<file path="src/sv/fpga_passive_serial_loader_core_defines.svh">
// assertion macros for the passive serial loader
`ifndef FPGA_PASSIVE_SERIAL_LOADER_CORE_DEFINES_SVH
`define FPGA_PASSIVE_SERIAL_LOADER_CORE_DEFINES_SVH

`ifndef SYNTHESIS
// same-cycle implication, checked while out of reset
`define FPL_ASSERT_IMP(name, clk, rstn, ante, cons) \
    name: assert property (@(posedge clk) disable iff (!(rstn)) (ante) |-> (cons)) \
        else $error("assertion failed");
// next-cycle implication, checked while out of reset
`define FPL_ASSERT_NXT(name, clk, rstn, ante, cons) \
    name: assert property (@(posedge clk) disable iff (!(rstn)) (ante) |=> (cons)) \
        else $error("assertion failed");
`else
`define FPL_ASSERT_IMP(name, clk, rstn, ante, cons)
`define FPL_ASSERT_NXT(name, clk, rstn, ante, cons)
`endif

`endif

</file>
<file path="src/sv/fpl_pkg.sv">
// types and codes shared by the passive serial loader modules
`default_nettype none
package fpl_pkg;

    localparam logic [1:0] MODE_START = 2'd0;
    localparam logic [1:0] MODE_TICK  = 2'd1;
    localparam logic [1:0] MODE_BYTE  = 2'd2;

    localparam logic [3:0] PH_IDLE        = 4'd0;
    localparam logic [3:0] PH_WAIT_LOW    = 4'd1;
    localparam logic [3:0] PH_SETTLE_LOW  = 4'd2;
    localparam logic [3:0] PH_SETTLE_HIGH = 4'd3;
    localparam logic [3:0] PH_WAIT_STATUS = 4'd4;
    localparam logic [3:0] PH_LOAD        = 4'd5;
    localparam logic [3:0] PH_FLUSH       = 4'd6;
    localparam logic [3:0] PH_OK          = 4'd7;
    localparam logic [3:0] PH_FAIL        = 4'd8;

    localparam logic       CFG_SETTLE_TICKS = 1'b0;
    localparam logic       CFG_FLUSH_CLOCKS = 1'b1;

    localparam logic [7:0]  SETTLE_RESET = 8'd1;
    localparam logic [15:0] FLUSH_RESET  = 16'd4000;
    localparam logic [2:0]  LAST_BEAT    = 3'd7;

    typedef struct packed {
        logic [1:0] mode;
        logic       status;
        logic       cdone;
        logic [7:0] data_byte;
        logic       last_byte;
    } item_t;

    typedef struct packed {
        logic [3:0]  phase;
        logic [7:0]  settle;
        logic [15:0] flush;
        logic        nconfig;
        logic        data;
    } core_state_t;

    // what the serializer needs to emit the results of one item
    typedef struct packed {
        logic       multi;
        logic       pulse;
        logic       ignored;
        logic       nconfig;
        logic       dlevel;
        logic [3:0] phase_old;
        logic [3:0] phase_new;
        logic [7:0] data_byte;
    } desc_t;

endpackage
`default_nettype wire

</file>
<file path="src/sv/fpl_step.sv">
// next-state and result descriptor logic for one item
`default_nettype none
module fpl_step import fpl_pkg::*; (
    input  item_t       item,
    input  core_state_t st,
    input  logic [7:0]  settle_ticks,
    input  logic [15:0] flush_clocks,
    output core_state_t nxt,
    output desc_t       desc
);

    logic [7:0]  limit;
    logic [7:0]  cnt_inc;
    logic [15:0] flush_inc;

    assign limit     = (settle_ticks == 8'd0) ? 8'd1 : settle_ticks;
    assign cnt_inc   = (st.settle != 8'hFF) ? st.settle + 8'd1 : st.settle;
    assign flush_inc = st.flush + 16'd1;

    always_comb begin
        nxt            = st;
        desc.multi     = 1'b0;
        desc.pulse     = 1'b0;
        desc.ignored   = 1'b0;
        desc.phase_old = st.phase;
        desc.data_byte = item.data_byte;
        case (item.mode)
            MODE_START: begin
                nxt.nconfig = 1'b0;
                nxt.phase   = PH_WAIT_LOW;
                nxt.settle  = 8'd0;
                nxt.flush   = 16'd0;
            end
            MODE_TICK: begin
                case (st.phase)
                    PH_WAIT_LOW: begin
                        if (!item.status && !item.cdone) begin
                            nxt.phase  = PH_SETTLE_LOW;
                            nxt.settle = 8'd0;
                        end
                    end
                    PH_SETTLE_LOW: begin
                        if (cnt_inc >= limit) begin
                            nxt.nconfig = 1'b1;
                            nxt.phase   = PH_SETTLE_HIGH;
                            nxt.settle  = 8'd0;
                        end else begin
                            nxt.settle = cnt_inc;
                        end
                    end
                    PH_SETTLE_HIGH: begin
                        if (cnt_inc >= limit) begin
                            nxt.phase  = PH_WAIT_STATUS;
                            nxt.settle = 8'd0;
                        end else begin
                            nxt.settle = cnt_inc;
                        end
                    end
                    PH_WAIT_STATUS: begin
                        if (item.status) begin
                            nxt.phase = PH_LOAD;
                        end
                    end
                    PH_FLUSH: begin
                        if (st.flush >= flush_clocks) begin
                            nxt.phase = PH_OK;
                        end else begin
                            desc.pulse = 1'b1;
                            nxt.flush  = flush_inc;
                            if (flush_inc >= flush_clocks) begin
                                nxt.phase = PH_OK;
                            end
                        end
                    end
                    default: ;
                endcase
            end
            MODE_BYTE: begin
                if (st.phase != PH_LOAD) begin
                    desc.ignored = 1'b1;
                end else begin
                    desc.multi = 1'b1;
                    desc.pulse = 1'b1;
                    nxt.data   = item.data_byte[0];
                    if (item.last_byte) begin
                        nxt.phase = PH_FAIL;
                    end else if (item.cdone) begin
                        nxt.flush = 16'd0;
                        nxt.phase = (flush_clocks != 16'd0) ? PH_FLUSH : PH_OK;
                    end
                end
            end
            default: ;
        endcase
        desc.nconfig   = nxt.nconfig;
        desc.dlevel    = nxt.data;
        desc.phase_new = nxt.phase;
    end

endmodule
`default_nettype wire

</file>
<file path="src/sv/fpl_ser.sv">
// result register that emits one result, or eight serial bits of a byte
`default_nettype none
module fpl_ser import fpl_pkg::*; (
    input  wire        aclk,
    input  wire        aresetn,
    input  wire        load,
    input  desc_t      desc,
    output logic       free,
    output logic       m_tvalid,
    input  wire        m_tready,
    output logic [7:0] m_tdata,
    output logic       m_tlast
);

    logic       valid_reg, valid_next;
    logic [2:0] beat_reg, beat_next;
    desc_t      desc_reg, desc_next;
    logic       is_last;
    logic [3:0] phase_out;
    logic       level_out;

    assign is_last   = !desc_reg.multi || (beat_reg == LAST_BEAT);
    assign free      = !valid_reg || (m_tready && is_last);
    assign phase_out = is_last ? desc_reg.phase_new : desc_reg.phase_old;
    assign level_out = desc_reg.multi ? desc_reg.data_byte[7] : desc_reg.dlevel;

    always_comb begin
        valid_next = valid_reg;
        beat_next  = beat_reg;
        desc_next  = desc_reg;
        if (load) begin
            valid_next = 1'b1;
            beat_next  = 3'd0;
            desc_next  = desc;
        end else if (valid_reg && m_tready) begin
            if (is_last) begin
                valid_next = 1'b0;
            end else begin
                beat_next           = beat_reg + 3'd1;
                desc_next.data_byte = {desc_reg.data_byte[6:0], 1'b0};
            end
        end
    end

    always_ff @(posedge aclk) begin
        if (!aresetn) begin
            valid_reg <= 1'b0;
            beat_reg  <= 3'd0;
        end else begin
            valid_reg <= valid_next;
            beat_reg  <= beat_next;
        end
        desc_reg <= desc_next;
    end

    assign m_tvalid = valid_reg;
    assign m_tlast  = is_last;
    assign m_tdata  = {desc_reg.ignored, phase_out, desc_reg.pulse, level_out,
                       desc_reg.nconfig};

endmodule
`default_nettype wire

</file>
<file path="src/sv/fpga_passive_serial_loader_core.sv">
// passive serial configuration master: top level
//
// usage
//   s_ channel: one transaction per command. tuser is the kind (start, tick,
//   data byte); tdata carries the sampled nSTATUS and CDONE levels and
//   the image byte; tlast marks the final byte of the image.
//   m_ channel: one transaction per result. a start, a tick, an ignored byte
//   or an unknown kind gives one result; a byte taken in the load phase gives
//   eight, MSB first, each carrying the DATA0 level and one DCLK pulse.
//   tlast marks the final result of a command.
//   cfg channel: settle ticks (index 0) and flush clocks (index 1), written
//   while no command is in flight; cfg_ready is always high.
// timing
//   a command is captured in the input register, then moves into the result
//   register, which drives m_tvalid, once that register is free.
//   single-result commands stream at one per cycle while m_tready is high;
//   a data byte holds the result register until all eight of its bits are
//   taken, which sets the byte rate.
// reset and stall
//   reset (aresetn low, synchronous) returns to idle with nCONFIG released
//   and both register defaults loaded. when m_tready is low the result
//   register holds, the input register fills and then s_tready drops.
`default_nettype none
`include "fpga_passive_serial_loader_core_defines.svh"
module fpga_passive_serial_loader_core import fpl_pkg::*; (
    input  wire         aclk,
    input  wire         aresetn,
    // command channel
    input  wire         s_tvalid,
    output logic        s_tready,
    input  wire  [15:0] s_tdata,   // status_pin, cdone_pin, data_byte[7:0], zero pad
    input  wire  [1:0]  s_tuser,   // mode
    input  wire         s_tlast,   // last_byte
    // result channel
    output logic        m_tvalid,
    input  wire         m_tready,
    output logic [7:0]  m_tdata,   // nconfig_level, data_level, clock_pulse, phase[3:0], ignored
    output logic        m_tlast,   // last result of the command
    // register write channel
    input  wire         cfg_valid,
    output logic        cfg_ready,
    input  wire         cfg_index,
    input  wire  [15:0] cfg_data
);

    // configuration registers
    logic [7:0]  settle_ticks_reg;
    logic [15:0] flush_clocks_reg;

    // input register
    logic        in_valid_reg, in_valid_next;
    item_t       item_reg, item_next;

    // sequencer state
    core_state_t state_reg, state_next;

    desc_t       desc;
    logic        ser_free;
    logic        step_fire;

    assign cfg_ready = 1'b1;

    // a command moves on once the result register can take its results
    assign step_fire = in_valid_reg && ser_free;
    assign s_tready  = !in_valid_reg || ser_free;

    always_comb begin
        in_valid_next = in_valid_reg;
        item_next     = item_reg;
        if (s_tvalid && s_tready) begin
            in_valid_next       = 1'b1;
            item_next.mode      = s_tuser;
            item_next.status    = s_tdata[0];
            item_next.cdone     = s_tdata[1];
            item_next.data_byte = s_tdata[9:2];
            item_next.last_byte = s_tlast;
        end else if (step_fire) begin
            in_valid_next = 1'b0;
        end
    end

    fpl_step u_step (
        .item         (item_reg),
        .st           (state_reg),
        .settle_ticks (settle_ticks_reg),
        .flush_clocks (flush_clocks_reg),
        .nxt          (state_next),
        .desc         (desc)
    );

    fpl_ser u_ser (
        .aclk     (aclk),
        .aresetn  (aresetn),
        .load     (step_fire),
        .desc     (desc),
        .free     (ser_free),
        .m_tvalid (m_tvalid),
        .m_tready (m_tready),
        .m_tdata  (m_tdata),
        .m_tlast  (m_tlast)
    );

    always_ff @(posedge aclk) begin
        if (!aresetn) begin
            settle_ticks_reg  <= SETTLE_RESET;
            flush_clocks_reg  <= FLUSH_RESET;
            in_valid_reg      <= 1'b0;
            state_reg.phase   <= PH_IDLE;
            state_reg.settle  <= 8'd0;
            state_reg.flush   <= 16'd0;
            state_reg.nconfig <= 1'b1;
            state_reg.data    <= 1'b0;
        end else begin
            // register writes
            if (cfg_valid && cfg_ready) begin
                if (cfg_index == CFG_SETTLE_TICKS) begin
                    settle_ticks_reg <= cfg_data[7:0];
                end else begin
                    flush_clocks_reg <= cfg_data;
                end
            end
            in_valid_reg <= in_valid_next;
            if (step_fire) begin
                state_reg <= state_next;
            end
        end
        item_reg <= item_next;
    end

    // nCONFIG is only held low while waiting for the device and settling low
    `FPL_ASSERT_IMP(a_nconfig_low_phase, aclk, aresetn, !state_reg.nconfig,
        (state_reg.phase == PH_WAIT_LOW) || (state_reg.phase == PH_SETTLE_LOW))
    // a pulsed result that is not the final one belongs to a byte in load
    `FPL_ASSERT_IMP(a_mid_byte_phase, aclk, aresetn,
        m_tvalid && !m_tlast, m_tdata[2] && (m_tdata[6:3] == PH_LOAD))
    // once a mid-byte bit is taken, the next bit follows at once
    `FPL_ASSERT_NXT(a_byte_continues, aclk, aresetn,
        m_tvalid && m_tready && !m_tlast, m_tvalid && m_tdata[2])
    // no command advances while the result register is still busy
    `FPL_ASSERT_IMP(a_step_needs_room, aclk, aresetn,
        m_tvalid && !m_tready, !step_fire)

endmodule
`default_nettype wire

</file>
<file path="config.mk">
export PLATFORM = sky130hd
export DESIGN_NAME = fpga_passive_serial_loader_core
export DESIGN_NICKNAME = d
export VERILOG_FILES = /design/src/sv/fpl_pkg.sv /design/src/sv/fpl_step.sv /design/src/sv/fpl_ser.sv /design/src/sv/fpga_passive_serial_loader_core.sv
export VERILOG_INCLUDE_DIRS = /design/src /design/src/sv
export SDC_FILE = /design/constraint.sdc
export NUM_CORES = 1
export LEC_CHECK = 0
export BUFFER_PORTS_ARGS = -buffer_cell sky130_fd_sc_hd__buf_2
export CORE_MARGIN = 1
export CORE_UTILIZATION = 50
export CTS_CLUSTER_SIZE = 12
export DETAILED_ROUTE_END_ITERATION = 16
export GPL_TIMING_DRIVEN = 0
export PLACE_DENSITY_LB_ADDON = 0.1
export SLEW_MARGIN = 25
export SYNTH_ARGS = -nofsm -noshare
export SYNTH_HDL_FRONTEND = slang
export SYNTH_SLANG_ARGS = --single-unit
</file>
<file path="constraint.sdc">
create_clock -name aclk -period 3.5 [get_ports aclk]
set_input_delay 0.35 -clock aclk [delete_from_list [all_inputs] [get_ports aclk]]
set_output_delay 0.35 -clock aclk [all_outputs]
set_load 0.02 [all_outputs]
</file>
==> results of run 1 <==
-- report_power, final --
| part | switching [mW] | leakage (nW) | internal (mW) | total, mW |
|---|---|---|---|---|
| logic | 0.138 | 1.66 | 0.0794 | 0.217 |
| clock network | 0.405 | 0.116 | 0.385 | 0.791 |
| registers | 0.0209 | 0.815 | 1.16 | 1.18 |
| total | 0.564 | 2.59 | 1.62 | 2.19 |
-- layout by cell type (no fill, tap or decap), types with 7 or more instances in the layout --
cell / synthesis / routed
o21ai_0: 16 / 16
and3_1: 7 / 7
buf_2: 6 / 51
nand4_1: 8 / 8
inv_1: 32 / 32
o211ai_1: 16 / 16
nand3_1: 18 / 13
clkbuf_1: 13 / 12
or3_1: 7 / 7
dfxtp_1: 59 / 50
nand2_1: 133 / 133
nand2b_1: 8 / 8
a21oi_1: 40 / 40
o211ai_2: 10 / 10
buf_4: 6 / 7
a22oi_1: 7 / 7
nor2_1: 42 / 39
edfxtp_1: 34 / 34
clkbuf_8: 0 / 9
ha_1: 48 / 47
-- stage by stage --
step / setup slack (ps) / hold WS, ps / power [mW] / instances / cell area, µm²
6_report: 239 / 150 / 2.19 / 814 / 6150
5_1_grt: 14.1 / 125 / 2.29 / 814 / 6150
4_1_cts: 1.07 / 132 / 2.20 / 813 / 6040
3_5_place_dp: -65.5 / 454 / 1.42 / 798 / 5810
3_3_place_gp: -123 / 447 / 1.42 / 798 / 5810
2_1_floorplan: 616 / 426 / 1.34 / 617 / 5420
-- final timing paths --
check / from / endpoint / slack [ps] / depth (start not counted)
hold reg to reg: settle_ticks_reg[2] / settle_ticks_reg[2] / 470 / 2
setup / recovery: state_reg[10] / u_ser.desc_reg[8] / 240 / 13
hold / removal: s_tdata[3] / item_reg[2] / 150 / 1
setup reg to reg: state_reg[10] / u_ser.desc_reg[8] / 240 / 13
-- layer usage --
| layer | vias up | global-route usage | part of all wire |
|---|---|---|---|
| met5 | - | 0 | 0 |
| met4 | 0 | 0.0843 | 0.021 |
| met3 | 18 | 0.0380 | 0.043 |
| met2 | 113 | 0.384 | 0.46 |
| met1 | 2158 | 0.309 | 0.48 |
| li1 | 2304 | - | - |
-- cells by family after synthesis --
kind of cell / count (synthesis) / synth area share
XOR/XNOR: 11 / 0.0178
flip-flops: 93 / 0.407
multiplexers: 5 / 0.00993
other: 1 / 0.000692
AO/OA/AOI/OAI: 135 / 0.177
buffers and inverters: 63 / 0.0527
adder cells (fa/ha/maj): 48 / 0.111
AND/OR/NAND/NOR: 261 / 0.224
-- final cells by class --
type,instances,share of cell area
Multi-Input combinational cell,461,0.491
Sequential cell,93,0.361
Timing Repair Buffer,46,0.0379
Clock buffer,11,0.0283
Tap cell,136,0.0277
Buffer,28,0.0250
Inverter,34,0.0208
Clock inverter,5,0.00794
-- repair_timing --
action | CTS | global route
setup buffers | 0 | 1
setup endpoints to repair | 2 | 14
pin swaps | 0 | 2
gates resized for setup | 4 | 24
==> impl_results.md, run 1 <==
- Status: complete, no violations
- Final slew viol count: 0
- CTS root buffer: clkbuf_8
- Initial Utilization: 0.520
- Relative slew slack: 0.466
- Critical Path, Cell by Cell: nand2_1 -> nor2_4 -> nand3_2 -> nor2_1 -> and3_1 -> xor2_1 -> ha_1 -> and4_1 -> nand4_1 -> or4_1 -> a41oi_1 -> nor2_1 -> nor2_1
- Top-count cell post-synth: nand2_1
- Sequential fraction of the synthesis area: 0.407
- Die height: 106 µm
- Critical-path top delay cell: or4_1
- CTS Buf Count: 9
- Final worst-path cycle share: 0.932
- Library cells used by synthesis: 73
- Asr flop ratio synth: 0
- CP delay by family, top: simple AND/OR/NAND/NOR gates
- Layout net count: 762
- ANT cells: 0
- Area of the multi-input gates: 0.00302 mm²
- Max FFs per register: 30
- Worst-path clk slew: 100 ps
- Tot GR Track Use: 0.233
- Vias in the first global route: 4301
- Total number of vias: 4593
- Worst vdd ir: 192 µV
- Leak: 2.59 nW
- Hold Crit Class: primary input to register
- Number of cell rows: 37
- Initial antenna violation count: 0
- Top-level I/O count: 53
- GPL Wtd Cong: 0.906
- Top FF cell, synth: dfxtp_1
- Top cells by area, synth: dfxtp_1 22%, edfxtp_1 19%, ha_1 11%
- Final Skew: 8.05 ps
- TritonCTS Sinks: 93
- Layout fillers: 947
- Hold_buf cts: 0
- Final setup TNS: 0 ps
- GR Overflow Total: 0
- CTS tree: built
- First-pass GRT wire length: 20600 µm
- WL per Instance: 15.4 µm
- Ratio of cells with drive above 1 in the final layout: 0.184
- Yosys warning total: 0
- Syn_nets: 706
- Synth top area share: 0.218
- Largest net degree at the start of global routing: 23
- Setup CP Type: register to register
- Top cells by count, synth: 133 x nand2_1, 59 x dfxtp_1, 48 x ha_1, 42 x nor2_1, 40 x a21oi_1
- Syn Std Cell Area: 0.00542 mm²
- PwrDens: 356 mW/mm²
- Die area: 0.0113 mm²
- WP data required: 3710 ps
- Max Buffers Root-to-Sink: 2
- Core Util, Final: 0.590
- H-tree levels: 3
- Core Area: 0.0104 mm²
- Crit path DAT: 3470 ps
- CP peak stage delay: 600 ps
- Critical path fanouts, max: 7
- Clock Latency Late Sink: 370 ps
- HPWL after detailed placement: 9440 µm
- Most frequent CP cell: nor2_1
- TritonRoute pass-1 iters: 4
- Final setup violating endpoints: 0
- Startpoint Class: register
- Post-Route WL: 12500 µm
- Die Wd: 106 µm
- Antenna-violating nets left: 0
- Post-synthesis instance total: 617
- Drt first-iter violations: 232
- Via density: 5.64
- Max Clk Rate: 307 MHz
- Input/output buffers: 45
- CP Buf/Inv Count: 0
- Number of flops mapped to enable cells by yosys: 34
- Area leader, netlist: dfxtp_1
- Synth Register Bits: 93
- Worst-Margin Slew: 801 ps
- Nature of the critical path endpoint: register
- Fin crit period: 3260 ps
- DR DRC count: 0
- Mapped Avg Cell Area: 8.78 µm²
- Area delta synth->final: 13.5%
- Fin. Hold Viols: 0
- Register area: 0.00222 mm²
- Maxcap violations: 0
- RSZ-0062 raised after global routing: no
Note: power is estimated with default switching activity, not from simulation.
==> run 2, diff against run 1 <==
- BUFFER_PORTS_ARGS: -buffer_cell sky130_fd_sc_hd__buf_2 -> not set
- CELL_PAD_IN_SITES_DETAIL_PLACEMENT: not set -> 2
- CELL_PAD_IN_SITES_GLOBAL_PLACEMENT: not set -> 2
- CORE_UTILIZATION: 50 -> 39
- DONT_BUFFER_PORTS: not set -> 1
==> run 2 against run 1 <==
Compared with the run above:
- setup slack got worse by 130 ps
- critical path depth unchanged
- first-iteration DRC count decreased by 17%
- sequential share of layout area increased by 0.63 points
- cell count decreased by 0.49%
- non-clock buffer count decreased by 46
- final area decreased by 2.0%
- critical path type unchanged
- highest routed layer unchanged
==> impl_results.md, run 2 (synthesized netlist as in run 1, its figures left out) <==
- Status: complete, no violations
- Vias in the first global route: 5103 (+19%)
- Ratio of cells with drive above 1 in the final layout: 0.125 (-0.0594)
- Clock power share: 0.416 (+0.055)
- Top-level I/O count: 53 (unchanged)
- Die area: 0.0144 mm² (+28%)
- Tot GR Track Use: 0.246 (+0.0126)
- Hold path start: s_tdata[4]
- Via density: 5.75 (+2.0%)
- FF-to-FF End: u_ser.desc_reg[8]
- GR Overflow Total: 0 (unchanged)
- Register-to-Register Path Depth: 13 (unchanged)
- TritonRoute pass-1 iters: 4 (unchanged)
- TritonCTS Sinks: 93 (unchanged)
- Final setup TNS: 0 ps (unchanged)
- Hold-critical path depth: 0 (-1)
- Area delta synth->final: 11.2%
- Final slew viol count: 0 (unchanged)
- Worst r2r src: state_reg[4]
- CTS root buffer: clkbuf_16
- Max FFs per register: 30 (unchanged)
- Initial Utilization: 0.404 (-0.116)
- Startpoint Class: register
- Hold Crit Class: primary input to register
- Input/output buffers: 0 (-100%)
- GPL Wtd Cong: 0.884 (-2.5%)
- Number of cell rows: 42 (+14%)
- Sw Pwr: 0.603 mW (+6.8%)
- Crit path DAT: 3570 ps (+100 ps)
- WL per Instance: 20.5 µm (+33%)
- Post-Route WL: 16600 µm (+33%)
- Reg-to-reg setup timing slack: 110 ps (-130 ps)
- Clock Latency Late Sink: 360 ps (about the same)
- DR DRC count: 0 (unchanged)
- PwrDens: 395 mW/mm² (+11%)
- First-pass GRT wire length: 26900 µm (+31%)
- Final setup violating endpoints: 0 (unchanged)
- M2 GR Usage: 0.419 (+0.0357)
- Logic pwr share: 0.086 (-0.013)
- Setup CP Type: register to register
- Antenna-violating nets left: 0 (unchanged)
- CTS Buf Count: 9 (unchanged)
- Max Clk Rate: 295 MHz (-3.7%)
- Maxcap violations: 0 (unchanged)
- Layout fillers: 1479 (+56%)
- Final Skew: 7.21 ps (-0.840 ps)
- Max Buffers Root-to-Sink: 2 (unchanged)
- H-tree levels: 3 (unchanged)
- Initial antenna violation count: 2 (+2)
- WP data required: 3690 ps (-20 ps)
- Commonest non-fill, non-tap cell in the layout: nand2_1
- Fin. Hold Viols: 0 (unchanged)
- WHS Endpoint: item_reg[3]
- Worst vdd ir: 209 µV (+9.0%)
- Die Wd: 120 µm (+13%)
- Hold Slack: 84.7 ps (-65.3 ps)
- Die height: 120 µm (+13%)
- Design area: 0.00602 mm² (-2.0%)
- M1 GR Usage: 0.295 (-0.0146)
- Sw Share: 0.253 (-0.00462)
- Layout net count: 716 (-6.0%)
- Core Area: 0.0134 mm² (+29%)
- Leak: 2.43 nW (-6.1%)
- Drt first-iter violations: 192 (-17%)
- Power Internal: 1.78 mW (+9.4%)
- Final worst-path cycle share: 0.968 (+0.0362)
- Relative slew slack: 0.355 (-0.110)
- Total number of vias: 4661 (+1.5%)
- HPWL after detailed placement: 12600 µm (+33%)
- RSZ-0062 raised after global routing: yes
- Critical path fanouts, max: 7 (unchanged)
- Met3 usage: 0.0499 (+0.0119)
- Most frequent cells in the layout: 133 x nand2_1, 50 x dfxtp_1, 47 x ha_1
- Worst-path clk slew: 70 ps (-30 ps)
- CTS tree: built
- Worst-Margin Slew: 967 ps (+166 ps)
- Largest net degree at the start of global routing: 23 (unchanged)
- Post-CTS Setup Bufs: 0 (unchanged)
- Nature of the critical path endpoint: register
- Fin crit period: 3390 ps (+127 ps)
- Most Crowded Layer GR: met2
- Register share of total power: 0.499 (-0.040)
- Dpl cell area: 0.00564 mm² (-3.0%)
run 2: cell types whose count changed in the layout (fill, tap and decap cells not counted), moves of 2 or more:
| cell | delta |
|---|---|
| dfxtp_4 | -3 |
| buf_2 | -45 |
| clkbuf_1 | +2 |
| clkinv_2 | +2 |
| inv_6 | -2 |
| clkbuf_16 | +7 |
| clkbuf_8 | -9 |
| dfxtp_2 | +3 |
| diode_2 | +2 |
run 2: area by class of cell:
class	instances	area (µm²)	area share
multi-input cells	461	3020	0.501
diodes	2	5.00	0.000831
clock inverters	5	52.6	0.00873
clock buffers	11	233	0.0386
plain buffers	28	154	0.0256
well taps	176	220	0.0366
flip-flops and latches	93	2210	0.368
inverters	34	128	0.0212
run 2: routing by layer:
layer	wire (µm)	up-vias
li1	-	2220
met1	7280	2314
met2	8220	92
met3	608	35
met4	481	0
met5	0	-
run 2: through the flow:
stage	util	cells	setup slack, ps	power (mW)
floorplan	-	617	616	1.34
global placement	0.421	793	-106	1.40
detailed placement	0.421	793	-197	1.41
CTS	0.444	808	29.2	2.40
global route	0.449	810	-34.5	2.47
finish	0.449	810	113	2.38
run 2: worst max-delay path by stage:
stage	from	end	depth (start not counted)	slack, ps
2_1_floorplan	state_reg[18]	u_ser.desc_reg[10]	11	620
3_3_place_gp	state_reg[2]	u_ser.desc_reg[8]	13	-110
3_5_place_dp	state_reg[2]	u_ser.desc_reg[8]	13	-200
4_1_cts	state_reg[9]	u_ser.desc_reg[8]	13	30
5_1_grt	state_reg[4]	u_ser.desc_reg[8]	13	-30
6_report	state_reg[4]	u_ser.desc_reg[8]	13	110
run 2: power groups by stage:
stage	Combinational [mW]	Sequential, mW	Clock [mW]
6_report	0.204	1.19	0.990
5_1_grt	0.228	1.19	1.05
3_5_place_dp	0.200	1.21	0
3_3_place_gp	0.187	1.21	0
4_1_cts	0.203	1.19	1.01
2_1_floorplan	0.142	1.20	0
run 2: what timing repair did:
item / in CTS / in global routing
gates resized for setup: 10 / 17
pin swaps: 0 / 1
hold buffers: 0 / 0
setup endpoints to repair: 4 / 14
run 2: critical path, stage by stage (launching register included):
cell and delay, ps:
dfxtp_2 420, nand3_2 170, nor2_2 200, nand3_2 180, nor2_1 170, and3_1 240, xor2_1 90, ha_1 300
and4_1 220, nand4_1 160, or4_1 600, a41oi_2 210, nor2_1 70, nor2_1 180
==> run 3, diff against run 2 <==
- CORE_UTILIZATION: 39 -> 42
- clock period: 3.5 -> 4.2 ns (I/O delays scaled with it)
==> run 3 against run 2 <==
Compared with the run above:
- power fell by 19%
- first-iteration DRC count fell by 5.7%
- register-to-register slack improved by 210 ps
- critical path type unchanged
- sequential power fell by 17%
- setup slack improved by 210 ps
- clock skew rose by 0.73 ps
- via count fell by 1.6%
- highest routed layer unchanged
- non-clock buffer count rose by 1
- core utilization rose by 1.8 points
- clock power fell by 23%
- largest cell class unchanged
- die area fell by 7.0%
- global-route usage rose by 1.5 points
==> impl_results.md, run 3 (synthesized netlist as in run 1, its figures left out) <==
- Status: complete, no violations
- HPWL after detailed placement: 12900 µm (+2.9%)
- CP Buf/Inv Count: 0 (unchanged)
- Hold Slack: 163 ps (+78.5 ps)
- Reg-to-reg setup timing slack: 320 ps (+210 ps)
- DR DRC count: 0 (unchanged)
- Startpoint Class: register
- Register-to-Register Path Depth: 13 (unchanged)
- Die Wd: 116 µm (-3.6%)
- Tot GR Track Use: 0.260 (+0.0145)
- Post-Route WL: 16500 µm (-0.82%)
- Final Skew: 7.94 ps (+0.727 ps)
- Critical Path, Cell by Cell: ha_1 -> nand3_1 -> nor2_1 -> nand3_1 -> nor2_1 -> xor2_1 -> ha_1 -> and4_1 -> nand4_1 -> or4_1 -> a41oi_1 -> nor2_1 -> nor2_1
- WHS Endpoint: item_reg[3]
- Post-CTS Setup Bufs: 0 (unchanged)
- Number of cell rows: 41 (-2.4%)
- Maxcap violations: 0 (unchanged)
- WL per Instance: 20.4 µm (-0.20%)
- Final setup TNS: 0 ps (unchanged)
- TritonRoute pass-1 iters: 4 (unchanged)
- Fin crit period: 3880 ps (+490 ps)
- Clock Latency Late Sink: 350 ps (about the same)
- Initial antenna violation count: 0 (-2)
- Final worst-path cycle share: 0.923 (-0.0446)
- Relative slew slack: 0.417 (+0.0620)
- CTS Buf Count: 9 (unchanged)
- Nature of the critical path endpoint: register
- Fin. Hold Viols: 0 (unchanged)
- CP peak stage delay: 590 ps (about the same)
- Leak: 2.41 nW (-0.95%)
- Top-level I/O count: 53 (unchanged)
- First-pass GRT wire length: 26000 µm (-3.2%)
- PwrDens: 326 mW/mm² (-18%)
- Met1 wire length: 7020 µm (-3.6%)
- Hold-critical path depth: 0 (unchanged)
- RSZ-0062 raised after global routing: no
- Top sig layer: met4
- Commonest non-fill, non-tap cell in the layout: nand2_1
- Drt first-iter violations: 181 (-5.7%)
- Worst vdd ir: 140 µV (-33%)
- TritonCTS Sinks: 93 (unchanged)
- Layout net count: 717 (+0.14%)
- CTS tree: built
- Setup CP Type: register to register
- CTS-repair resized insts: 0 (-10)
- Placed cell count: 789 (-0.50%)
- Final setup violating endpoints: 0 (unchanged)
- GR Overflow Total: 0 (unchanged)
- Initial Utilization: 0.429 (+0.0250)
- Most frequent cells in the layout: 133 x nand2_1, 59 x dfxtp_1, 48 x ha_1
- Final slew viol count: 0 (unchanged)
- Routed met2 length: 8620 µm (+4.9%)
- Worst r2r src: state_reg[2]
- Core Area: 0.0126 mm² (-5.8%)
- CTS root buffer: clkbuf_16
- Crit path DAT: 4060 ps (+490 ps)
- Hold path start: s_tdata[4]
- Core Util, Final: 0.467 (+0.0181)
- Antenna-violating nets left: 0 (unchanged)
- Worst-path clk slew: 70 ps (about the same)
- CP delay by family, top: simple AND/OR/NAND/NOR gates
- Layout fillers: 1447 (-2.2%)
- Die area: 0.0134 mm² (-7.0%)
- Hold Crit Class: primary input to register
- Vias in the first global route: 5004 (-1.9%)
- Max FFs per register: 30 (unchanged)
- Critical-path top delay cell: or4_1
- FF-to-FF End: u_ser.desc_reg[8]
- H-tree levels: 3 (unchanged)
- Max Clk Rate: 258 MHz (-13%)
- WP data required: 4380 ps (+690 ps)
- Largest net degree at the start of global routing: 23 (unchanged)
- Ratio of cells with drive above 1 in the final layout: 0.0932 (-0.0318)
- Cell Count, Final, Fillers Out: 805 (-0.62%)
- GPL Wtd Cong: 0.876 (-0.80%)
- Max Buffers Root-to-Sink: 2 (unchanged)
- Area delta synth->final: 8.92%
- Worst-Margin Slew: 874 ps (-93.1 ps)
- Routed met3 length: 472 µm (-22%)
- Critical path fanouts, max: 6 (-1)
- ANT cells: 0 (-2)
- Hold_buf cts: 0 (unchanged)
- Most frequent CP cell: nor2_1
- Input/output buffers: 0 (unchanged)
- Die height: 116 µm (-3.6%)
- Total number of vias: 4587 (-1.6%)
- Via density: 5.70 (-0.98%)
==> run 3: cell count changes in the layout (fill, tap and decap cells not counted), moves of 4 or more <==
cell     delta
nor2_1      +4
dfxtp_2     -9
nand3_1     +6
dfxtp_1     +9
nand3_2     -5
==> run 3: how the worst max path moves through the flow <==
| stage | from | to | depth (start not counted) | slack (ps) |
|---|---|---|---|---|
| 6_report | state_reg[2] | u_ser.desc_reg[8] | 13 | 320 |
| 5_1_grt | state_reg[2] | u_ser.desc_reg[8] | 13 | 100 |
| 4_1_cts | state_reg[9] | u_ser.desc_reg[8] | 14 | 350 |
| 3_5_place_dp | state_reg[9] | u_ser.desc_reg[8] | 14 | 400 |
| 3_3_place_gp | state_reg[2] | u_ser.desc_reg[8] | 13 | 530 |
| 2_1_floorplan | state_reg[18] | u_ser.desc_reg[10] | 11 | 1320 |
==> run 3: worst register-to-register path, cell delays in order, from the launching register on <==
cell	delay [ps]
dfxtp_1	480
ha_1	270
nand3_1	200
nor2_1	250
nand3_1	280
nor2_1	200
xor2_1	270
ha_1	190
and4_1	290
nand4_1	190
or4_1	590
a41oi_1	240
nor2_1	80
nor2_1	170
==> run 3: final cells by class <==
type	instances	area [µm²]	area share
clock buffers	10	229	0.0388
plain buffers	29	158	0.0267
well taps	172	215	0.0365
multi-input cells	461	2930	0.497
inverters	34	128	0.0216
clock inverters	6	38.8	0.00657
flip-flops and latches	93	2200	0.373
==> run 3: metrics by stage <==
step,setup WS (ps),area [µm²],power (mW)
after floorplan,1320,5420,1.12
after global placement,529,5630,1.16
after detailed placement,397,5630,1.18
after CTS,348,5900,1.94
after global routing,105,5900,1.98
final,322,5900,1.92
==> run 3: metal layers <==
layer | up-vias | track usage
li1 | 2203 | -
met1 | 2289 | 0.297
met2 | 67 | 0.488
met3 | 28 | 0.0403
met4 | 0 | 0.0952
met5 | - | 0
==> run 3: power by group <==
group,leakage [nW],total [mW],switching (mW),internal [mW]
Sequential,0.810,0.990,0.0204,0.970
Combinational,1.47,0.166,0.115,0.0509
Clock,0.129,0.764,0.363,0.401
Total,2.41,1.92,0.499,1.42
